<file path="src/sv/dpr_pkg.sv">
// Shared types, constants and helpers of the delimited packet receiver.
package dpr_pkg;

  localparam int unsigned MaxBuffer    = 256;
  localparam int unsigned MaxDelimiter = 8;

  localparam int unsigned ByteW     = 8;
  localparam int unsigned CountW    = 9;
  localparam int unsigned ReqW      = 2;
  localparam int unsigned StatusW   = 3;
  localparam int unsigned DelimLenW = 4;
  localparam int unsigned MatchW    = 4;
  localparam int unsigned DelimW    = MaxDelimiter * ByteW;
  localparam int unsigned CfgIdxW   = 1;
  localparam int unsigned CfgDataW  = DelimW;

  localparam logic [DelimW-1:0]    DelimBytesReset = DelimW'(64'h0A0D);
  localparam logic [DelimLenW-1:0] DelimLenReset   = DelimLenW'(2);

  typedef enum logic [ReqW-1:0] {
    REQ_ARM  = 2'd0,
    REQ_BYTE = 2'd1,
    REQ_STOP = 2'd2
  } req_type_t;

  typedef enum logic [StatusW-1:0] {
    ST_OK       = 3'd0,
    ST_STOPPED  = 3'd1,
    ST_DONE     = 3'd2,
    ST_OVERFLOW = 3'd3,
    ST_IGNORED  = 3'd4
  } status_t;

  typedef enum logic [CfgIdxW-1:0] {
    CFG_DELIM_BYTES = 1'b0,
    CFG_DELIM_LEN   = 1'b1
  } cfg_index_t;

  typedef struct packed {
    logic [ReqW-1:0]   req_type;
    logic [ByteW-1:0]  rx_byte;
    logic [CountW-1:0] buffer_capacity;
  } req_t;

  typedef struct packed {
    status_t           status;
    logic [CountW-1:0] packet_length;
    logic              write_enable;
    logic [CountW-1:0] write_index;
    logic [ByteW-1:0]  write_data;
  } res_t;

  // Effective delimiter length: zero counts as one, clipped at the maximum.
  function automatic logic [DelimLenW-1:0] eff_delim_len(input logic [DelimLenW-1:0] raw);
    logic [DelimLenW-1:0] n;
    n = raw;
    if (n == '0) begin
      n = DelimLenW'(1);
    end
    if (n > DelimLenW'(MaxDelimiter)) begin
      n = DelimLenW'(MaxDelimiter);
    end
    return n;
  endfunction

endpackage

</file>
<file path="src/sv/dpr_in_if.sv">
// Request channel of the delimited packet receiver.
interface dpr_in_if import dpr_pkg::*; ();
  logic              valid;
  logic              ready;
  logic [ReqW-1:0]   req_type;
  logic [ByteW-1:0]  rx_byte;
  logic [CountW-1:0] buffer_capacity;

  modport source(output valid, req_type, rx_byte, buffer_capacity, input ready);
  modport sink(input valid, req_type, rx_byte, buffer_capacity, output ready);
endinterface

</file>
<file path="src/sv/dpr_out_if.sv">
// Result channel of the delimited packet receiver.
interface dpr_out_if import dpr_pkg::*; ();
  logic              valid;
  logic              ready;
  logic [StatusW-1:0] status;
  logic [CountW-1:0] packet_length;
  logic              write_enable;
  logic [CountW-1:0] write_index;
  logic [ByteW-1:0]  write_data;

  modport source(output valid, status, packet_length, write_enable, write_index, write_data,
                 input ready);
  modport sink(input valid, status, packet_length, write_enable, write_index, write_data,
               output ready);
endinterface

</file>
<file path="src/sv/dpr_core.sv">
// Receiver state, delimiter registers and the per-request decision logic.
module dpr_core import dpr_pkg::*; (
  input  logic                clk,
  input  logic                rst_n,
  input  logic                cfg_we,
  input  logic [CfgIdxW-1:0]  cfg_index,
  input  logic [CfgDataW-1:0] cfg_data,
  input  logic                step,
  input  req_t                req,
  output res_t                res
);

  logic [DelimW-1:0]    delim_bytes_r, delim_bytes_nxt;
  logic [DelimLenW-1:0] delim_len_r, delim_len_nxt;
  logic                 listening_r, listening_nxt;
  logic [CountW-1:0]    byte_count_r, byte_count_nxt;
  logic [CountW-1:0]    capacity_r, capacity_nxt;
  logic [MatchW-1:0]    match_count_r, match_count_nxt;

  logic [DelimLenW-1:0] len;
  logic [ByteW-1:0]     dbyte;
  logic [ByteW-1:0]     dfirst;
  logic [MatchW-1:0]    match_inc;
  logic [CountW-1:0]    cnt_inc;
  logic                 done;

  always_comb begin
    delim_bytes_nxt = delim_bytes_r;
    delim_len_nxt   = delim_len_r;
    if (cfg_we) begin
      case (cfg_index_t'(cfg_index))
        CFG_DELIM_BYTES: delim_bytes_nxt = cfg_data[DelimW-1:0];
        CFG_DELIM_LEN:   delim_len_nxt   = cfg_data[DelimLenW-1:0];
        default: ;
      endcase
    end
  end

  always_comb begin
    len       = eff_delim_len(delim_len_r);
    dbyte     = delim_bytes_r[{match_count_r[2:0], 3'b000} +: ByteW];
    dfirst    = delim_bytes_r[ByteW-1:0];
    match_inc = match_count_r + MatchW'(1);
    cnt_inc   = byte_count_r + CountW'(1);
    done      = 1'b0;

    listening_nxt   = listening_r;
    byte_count_nxt  = byte_count_r;
    capacity_nxt    = capacity_r;
    match_count_nxt = match_count_r;

    res = '0;
    res.status = ST_OK;

    case (req_type_t'(req.req_type))
      REQ_ARM: begin
        if (req.buffer_capacity == '0) begin
          listening_nxt = 1'b0;
          capacity_nxt  = '0;
          res.status    = ST_STOPPED;
        end else if (!listening_r) begin
          listening_nxt   = 1'b1;
          capacity_nxt    = (req.buffer_capacity > CountW'(MaxBuffer)) ?
                            CountW'(MaxBuffer) : req.buffer_capacity;
          byte_count_nxt  = '0;
          match_count_nxt = '0;
        end
      end
      REQ_STOP: begin
        listening_nxt = 1'b0;
        capacity_nxt  = '0;
        res.status    = ST_STOPPED;
      end
      REQ_BYTE: begin
        if (!listening_r) begin
          res.status = ST_IGNORED;
        end else begin
          res.write_enable = 1'b1;
          res.write_index  = byte_count_r;
          res.write_data   = req.rx_byte;
          if (req.rx_byte == dbyte) begin
            if (match_inc >= len) begin
              res.packet_length = cnt_inc - CountW'(len);
              res.status        = ST_DONE;
              listening_nxt     = 1'b0;
              byte_count_nxt    = '0;
              capacity_nxt      = '0;
              match_count_nxt   = '0;
              done              = 1'b1;
            end else begin
              match_count_nxt = match_inc;
            end
          end else begin
            match_count_nxt = (req.rx_byte == dfirst) ? MatchW'(1) : '0;
          end
          if (!done) begin
            byte_count_nxt = cnt_inc;
            // count past capacity: last byte is still written, then stop
            if (cnt_inc > capacity_r) begin
              listening_nxt = 1'b0;
              res.status    = ST_OVERFLOW;
            end
          end
        end
      end
      default: ;
    endcase
  end

  always_ff @(posedge clk) begin
    if (!rst_n) begin
      delim_bytes_r <= DelimBytesReset;
      delim_len_r   <= DelimLenReset;
      listening_r   <= 1'b0;
      byte_count_r  <= '0;
      capacity_r    <= '0;
      match_count_r <= '0;
    end else begin
      delim_bytes_r <= delim_bytes_nxt;
      delim_len_r   <= delim_len_nxt;
      if (step) begin
        listening_r   <= listening_nxt;
        byte_count_r  <= byte_count_nxt;
        capacity_r    <= capacity_nxt;
        match_count_r <= match_count_nxt;
      end
    end
  end

  // a partial match never reaches the full delimiter width
  a_match_bound: assert property (@(posedge clk) disable iff (!rst_n)
    match_count_r < MatchW'(MaxDelimiter))
    else $error("match count out of range");

  a_count_in_cap: assert property (@(posedge clk) disable iff (!rst_n)
    listening_r |-> (byte_count_r <= capacity_r))
    else $error("byte count beyond capacity while listening");

  a_cap_valid: assert property (@(posedge clk) disable iff (!rst_n)
    listening_r |-> (capacity_r != '0 && capacity_r <= CountW'(MaxBuffer)))
    else $error("bad capacity while listening");

  a_done_idle: assert property (@(posedge clk) disable iff (!rst_n)
    (step && res.status == ST_DONE) |=> (!listening_r && byte_count_r == '0))
    else $error("receiver still listening after packet end");

endmodule

</file>
<file path="src/sv/delimited_packet_receiver.sv">
// Top level of the delimited packet receiver: request/result registers around the core.
//
// Usage:
//   in_req  : request channel (valid/ready). req_type selects arm, byte or stop;
//             rx_byte and buffer_capacity carry the operands.
//   out_res : result channel (valid/ready), exactly one result per request:
//             status, packet_length and a buffer write (enable, index, data).
//   cfg_*   : write port. Index 0 loads the packed delimiter bytes, index 1
//             the delimiter length. Write only while no request is in flight.
// Path: a taken request is held in the request register, decided by the core
//   and its result is captured in the result register, which offers it.
// Throughput: one request per cycle while out_res.ready stays high; the receiver
//   state is updated as a request advances, so a following request sees it immediately.
// Reset: no request or result pending, receiver idle, delimiter CR LF.
// Stall: while a result waits and out_res.ready is low the result register holds, the request
//   register takes one more request only if it is empty, then in_req.ready drops.
module delimited_packet_receiver import dpr_pkg::*; (
  input  logic                clk,
  input  logic                rst_n,
  dpr_in_if.sink              in_req,
  dpr_out_if.source           out_res,
  input  logic                cfg_we,
  input  logic [CfgIdxW-1:0]  cfg_index,
  input  logic [CfgDataW-1:0] cfg_data
);

  logic in_valid_r, in_valid_nxt;
  req_t in_req_r, in_req_nxt;
  logic out_valid_r, out_valid_nxt;
  res_t out_res_r, out_res_nxt;

  logic advance;
  logic in_fire;
  res_t core_res;

  assign advance = in_valid_r && (!out_valid_r || out_res.ready);
  assign in_req.ready = !in_valid_r || advance;
  assign in_fire = in_req.valid && in_req.ready;

  dpr_core u_core (
    .clk       (clk),
    .rst_n     (rst_n),
    .cfg_we    (cfg_we),
    .cfg_index (cfg_index),
    .cfg_data  (cfg_data),
    .step      (advance),
    .req       (in_req_r),
    .res       (core_res)
  );

  always_comb begin
    in_valid_nxt = in_fire || (in_valid_r && !advance);
    in_req_nxt   = in_req_r;
    if (in_fire) begin
      in_req_nxt.req_type        = in_req.req_type;
      in_req_nxt.rx_byte         = in_req.rx_byte;
      in_req_nxt.buffer_capacity = in_req.buffer_capacity;
    end
    out_valid_nxt = advance || (out_valid_r && !out_res.ready);
    out_res_nxt   = advance ? core_res : out_res_r;
  end

  always_ff @(posedge clk) begin
    if (!rst_n) begin
      in_valid_r  <= 1'b0;
      out_valid_r <= 1'b0;
    end else begin
      in_valid_r  <= in_valid_nxt;
      out_valid_r <= out_valid_nxt;
    end
  end

  always_ff @(posedge clk) begin
    in_req_r  <= in_req_nxt;
    out_res_r <= out_res_nxt;
  end

  assign out_res.valid         = out_valid_r;
  assign out_res.status        = out_res_r.status;
  assign out_res.packet_length = out_res_r.packet_length;
  assign out_res.write_enable  = out_res_r.write_enable;
  assign out_res.write_index   = out_res_r.write_index;
  assign out_res.write_data    = out_res_r.write_data;

endmodule

</file>
<file path="src/flat_wrapper.sv">
// flat-port wrapper written by rule: the top's interface ports become plain ports
module delimited_packet_receiver_flat import dpr_pkg::*;
  (clk, rst_n, cfg_we, cfg_index, cfg_data, in_req_valid, in_req_req_type, in_req_rx_byte, in_req_buffer_capacity, in_req_ready, out_res_valid, out_res_status, out_res_packet_length, out_res_write_enable, out_res_write_index, out_res_write_data, out_res_ready);
  dpr_in_if in_req_i ();
  dpr_out_if out_res_i ();
  input  logic clk;
  input  logic rst_n;
  input  logic cfg_we;
  input  logic [CfgIdxW-1:0] cfg_index;
  input  logic [CfgDataW-1:0] cfg_data;
  input wire logic [$bits(in_req_i.valid)-1:0] in_req_valid;
  input wire logic [$bits(in_req_i.req_type)-1:0] in_req_req_type;
  input wire logic [$bits(in_req_i.rx_byte)-1:0] in_req_rx_byte;
  input wire logic [$bits(in_req_i.buffer_capacity)-1:0] in_req_buffer_capacity;
  output wire logic [$bits(in_req_i.ready)-1:0] in_req_ready;
  output wire logic [$bits(out_res_i.valid)-1:0] out_res_valid;
  output wire logic [$bits(out_res_i.status)-1:0] out_res_status;
  output wire logic [$bits(out_res_i.packet_length)-1:0] out_res_packet_length;
  output wire logic [$bits(out_res_i.write_enable)-1:0] out_res_write_enable;
  output wire logic [$bits(out_res_i.write_index)-1:0] out_res_write_index;
  output wire logic [$bits(out_res_i.write_data)-1:0] out_res_write_data;
  input wire logic [$bits(out_res_i.ready)-1:0] out_res_ready;
  assign in_req_i.valid = in_req_valid;
  assign in_req_i.req_type = in_req_req_type;
  assign in_req_i.rx_byte = in_req_rx_byte;
  assign in_req_i.buffer_capacity = in_req_buffer_capacity;
  assign in_req_ready = in_req_i.ready;
  assign out_res_valid = out_res_i.valid;
  assign out_res_status = out_res_i.status;
  assign out_res_packet_length = out_res_i.packet_length;
  assign out_res_write_enable = out_res_i.write_enable;
  assign out_res_write_index = out_res_i.write_index;
  assign out_res_write_data = out_res_i.write_data;
  assign out_res_i.ready = out_res_ready;
  delimited_packet_receiver u_core (.clk(clk), .rst_n(rst_n), .in_req(in_req_i), .out_res(out_res_i), .cfg_we(cfg_we), .cfg_index(cfg_index), .cfg_data(cfg_data));
endmodule
</file>
<file path="config.mk">
export PLATFORM = sky130hd
export DESIGN_NAME = delimited_packet_receiver_flat
export DESIGN_NICKNAME = d
export VERILOG_FILES = /design/src/sv/dpr_pkg.sv /design/src/sv/dpr_in_if.sv /design/src/sv/dpr_out_if.sv /design/src/sv/dpr_core.sv /design/src/sv/delimited_packet_receiver.sv /design/src/flat_wrapper.sv
export SDC_FILE = /design/constraint.sdc
export NUM_CORES = 1
export LEC_CHECK = 0
export ABC_AREA = 1
export BUFFER_PORTS_ARGS = -buffer_cell sky130_fd_sc_hd__buf_4
export CORE_MARGIN = 8
export CORE_UTILIZATION = 60
export DETAILED_ROUTE_END_ITERATION = 12
export PLACE_DENSITY_LB_ADDON = 0.25
export REMOVE_ABC_BUFFERS = 1
export SLEW_MARGIN = 0
export SYNTH_ARGS = -nofsm -noshare
export SYNTH_HDL_FRONTEND = slang
export SYNTH_SLANG_ARGS = --single-unit
export TNS_END_PERCENT = 50
</file>
<file path="constraint.sdc">
create_clock -name clk -period 6.9 [get_ports clk]
set_input_delay 1.035 -clock clk [delete_from_list [all_inputs] [get_ports clk]]
set_output_delay 1.035 -clock clk [all_outputs]
set_load 0.01 [all_outputs]
</file>
==> flow_summary.yaml <==
synth:
  netlist_instances: 866
  synth-compound-area-share: 0.105
  synth_xor_area_frac: 0.0206
  yosys-top-cells-area: "dfxtp_1 (27%), edfxtp_1 (22%), nand2_1 (9.8%)"
  synth.area.mux_share: 0
  synth_ff_type: "dfxtp_1"
  synth_top_area_cell: "dfxtp_1"
  netlist_area_um2: 6820
  synth_top_family_by_area: "simple AND/OR/NAND/NOR gates"
  ys_ff_latch: 142
  synth-simple-area-share: 0.254
  async_reset_ff_frac: 0
  synthAdderAreaFrac: 0.0451
  synth_edf_count: 49
  synth_most_common_cell: "nand2_1"
  ys_seq_area_frac: 0.489
  synth_top_cells_by_count: "nand2_1 (178), nor2_1 (144), inv_1 (94)"
  synth_top_area_share: 0.273
  synth_cell_types: 34
  avgSynthCellArea_um2: 7.87
  yosys_warnings: 0
timing:
  tightest_slew_ps: 920
  max_freq_ghz: 0.330
  skew_ps: 8.76
  relSlewSlack: 0.387
  finalMaxSlewViolations: 0
  finalSetupTns_ps: 0
  hold_viol: 0
  rsz0062_at_grt: "no"
  min_period_ps: 3030
  min_period_over_period: 0.439
  setup_viol: 0
clock_tree:
  post_cts_buffers: 0
  hold_buffers: 0
  cts_tree: "done"
  clk_pin_slew_ps: 60
  cts.repair.resized: 0
  cts_sinks: 142
  clk_path_buf_depth: 2
  root_buffer: "clkbuf_16"
  htreeDepth: 4
  cts_inserted_buffers: 17
  clk_latency_ps: 420
global_route:
  grt_max_degree: 91
  track_usage: 0.227
  grt_pass1_vias: 5804
  grt_pass1_wl_um: 27000
  overflow: 0
  antenna_found_initial: 0
pwr:
  sw_frac_of_total: 0.238
  leakage_nw: 3.75
  power.total_w: 0.00205
  clkPwrFrac: 0.444
  ir_drop_v: 0.000129
  p_comb_frac: 0.102
  power_density_nw_per_um2: 247
  seq_power_share: 0.454
  p_int_w: 0.00157
  p_sw_w: 0.000490
route:
  via_per_inst: 5.29
  drt_first_iter_violations: 523
  wl_per_cell_um: 14.6
  first_pass_iters: 5
  routed_wl_um: 16500
  drcViolationCount: 0
  vias: 5965
  detail-route-antenna-nets: 0
setup_path:
  worstPathArrival_ps: 3310
  startpoint: "u_core.u_core.match_count_r[0]"
  crit_path_end_kind: "register"
  crit_required_ps: 7180
  r2r_start: "u_core.u_core.match_count_r[0]"
  start_kind: "register"
  crit_type: "reg -> reg"
  cp_max_fo: 45
  r2r_cells: 11
min_path:
  worst_hold_path.num_cells: 2
  min_from: "u_core.u_core.delim_bytes_r[37]"
  hold_class: "reg -> reg"
run_status:
  status: "completed"
floorplanning:
  coreArea_um2: 11300
  dieArea_um2: 15000
  fp.dieH_um: 123
  die-width_um: 123
  rows: 39
  io_pins: 121
  initial_core_util: 0.605
final_layout:
  n_antenna_cell: 0
  layout-drive-gt1-share: 0.172
  syn2layout_area_growth_pct: 22.0
  final.fill_count: 873
  finalNetCount: 1084
placed_design:
  dpl.hpwl_um: 10900
  port_buffers: 120
  gp_congestion: 0.817
run:
  max_cap_violations: 0
==> cell usage in the layout (no fill, tap or decap), types with 2 or more instances in the layout <==
master,instances
nor2_1,143
xor2_1,6
clkinv_4,5
buf_4,123
o21ai_0,70
nor2_4,2
inv_4,3
nand2_4,2
a21oi_1,59
nand2_1,178
xnor2_1,10
nand3_2,2
inv_1,94
nand3_1,63
nor3_1,8
o211ai_1,5
dfxtp_1,92
nand4_1,8
or2_2,2
clkbuf_16,20
clkbuf_1,2
edfxtp_1,49
ha_1,23
==> worst paths after layout <==
| path | to | slack [ps] |
|---|---|---|
| setup / recovery | u_core.u_core.byte_count_r[7] | 3870 |
| hold / removal | u_core.u_core.delim_bytes_r[37] | 450 |
| setup reg to reg | u_core.u_core.byte_count_r[7] | 3870 |
| hold reg to reg | u_core.u_core.delim_bytes_r[37] | 450 |
==> cell type report <==
class                           count  area (um2)  share of cell area
Sequential cell                   142        3330               0.401
Multi-Input combinational cell    589        2900               0.348
Timing Repair Buffer              123         923               0.111
Clock buffer                       22         508              0.0611
Inverter                           98         378              0.0454
Tap cell                          143         179              0.0215
Clock inverter                     10        98.8              0.0119
==> worst max-delay path: stages (launching register included) <==
cell,delay [ps]
dfxtp_2,930
ha_1,300
xnor2_1,130
inv_1,80
ha_1,290
nand2_1,50
o211ai_1,360
nand3_4,160
nand2_1,120
clkinv_1,240
nand2_1,140
a21oi_1,80
==> flip-flops by register name, indices dropped and copies added, names as in the netlist <==
signal,cells
u_core.out_res.write_data,8
u_core.u_core.delim_bytes_r,64
u_core.u_core.listening_r,1
u_core.u_core.byte_count_r,9
u_core.u_core.delim_len_r,4
u_core.out_res.status,3
u_core.out_res.write_enable,1
u_core.out_res.packet_length,9
u_core.in_req_r,19
u_core.u_core.capacity_r,9
u_core.out_res.valid,1
u_core.u_core.match_count_r,4
u_core.out_res.write_index,9
u_core.in_valid_r,1
==> per-stage QoR <==
stage	area (um2)	util	instances	hold WS, ps	worst slack [ps]
global placement	7710	0.684	1095	440	3750
floorplan	6600	-	829	429	3600
detailed placement	7710	0.684	1095	446	3710
finish	8320	0.738	1127	452	3870
CTS	8320	0.738	1127	458	3860
global route	8320	0.738	1127	468	3580
==> power by group through the flow <==
stage	registers [W]	logic, W	clock network (W)
CTS	0.000933	0.000210	0.000923
finish	0.000933	0.000210	0.000912
global route	0.000938	0.000236	0.000956
detailed placement	0.000950	0.000206	0
floorplan	0.000949	0.000114	0
global placement	0.000948	0.000203	0
==> per-layer routing <==
layer,vias up,GRT usage,routed length (um)
met5,-,0,0
met4,0,0.0906,406
met3,36,0.0662,1340
met2,219,0.365,7690
met1,2698,0.284,7040
li1,3012,-,-
==> kinds of logic after synthesis <==
kind of cell | count (synthesis)
flops | 142
buf+inv | 135
compound gates | 137
simple gates | 412
xor+xnor | 16
fa+ha+maj | 24
(Power assumes the default switching activity.)
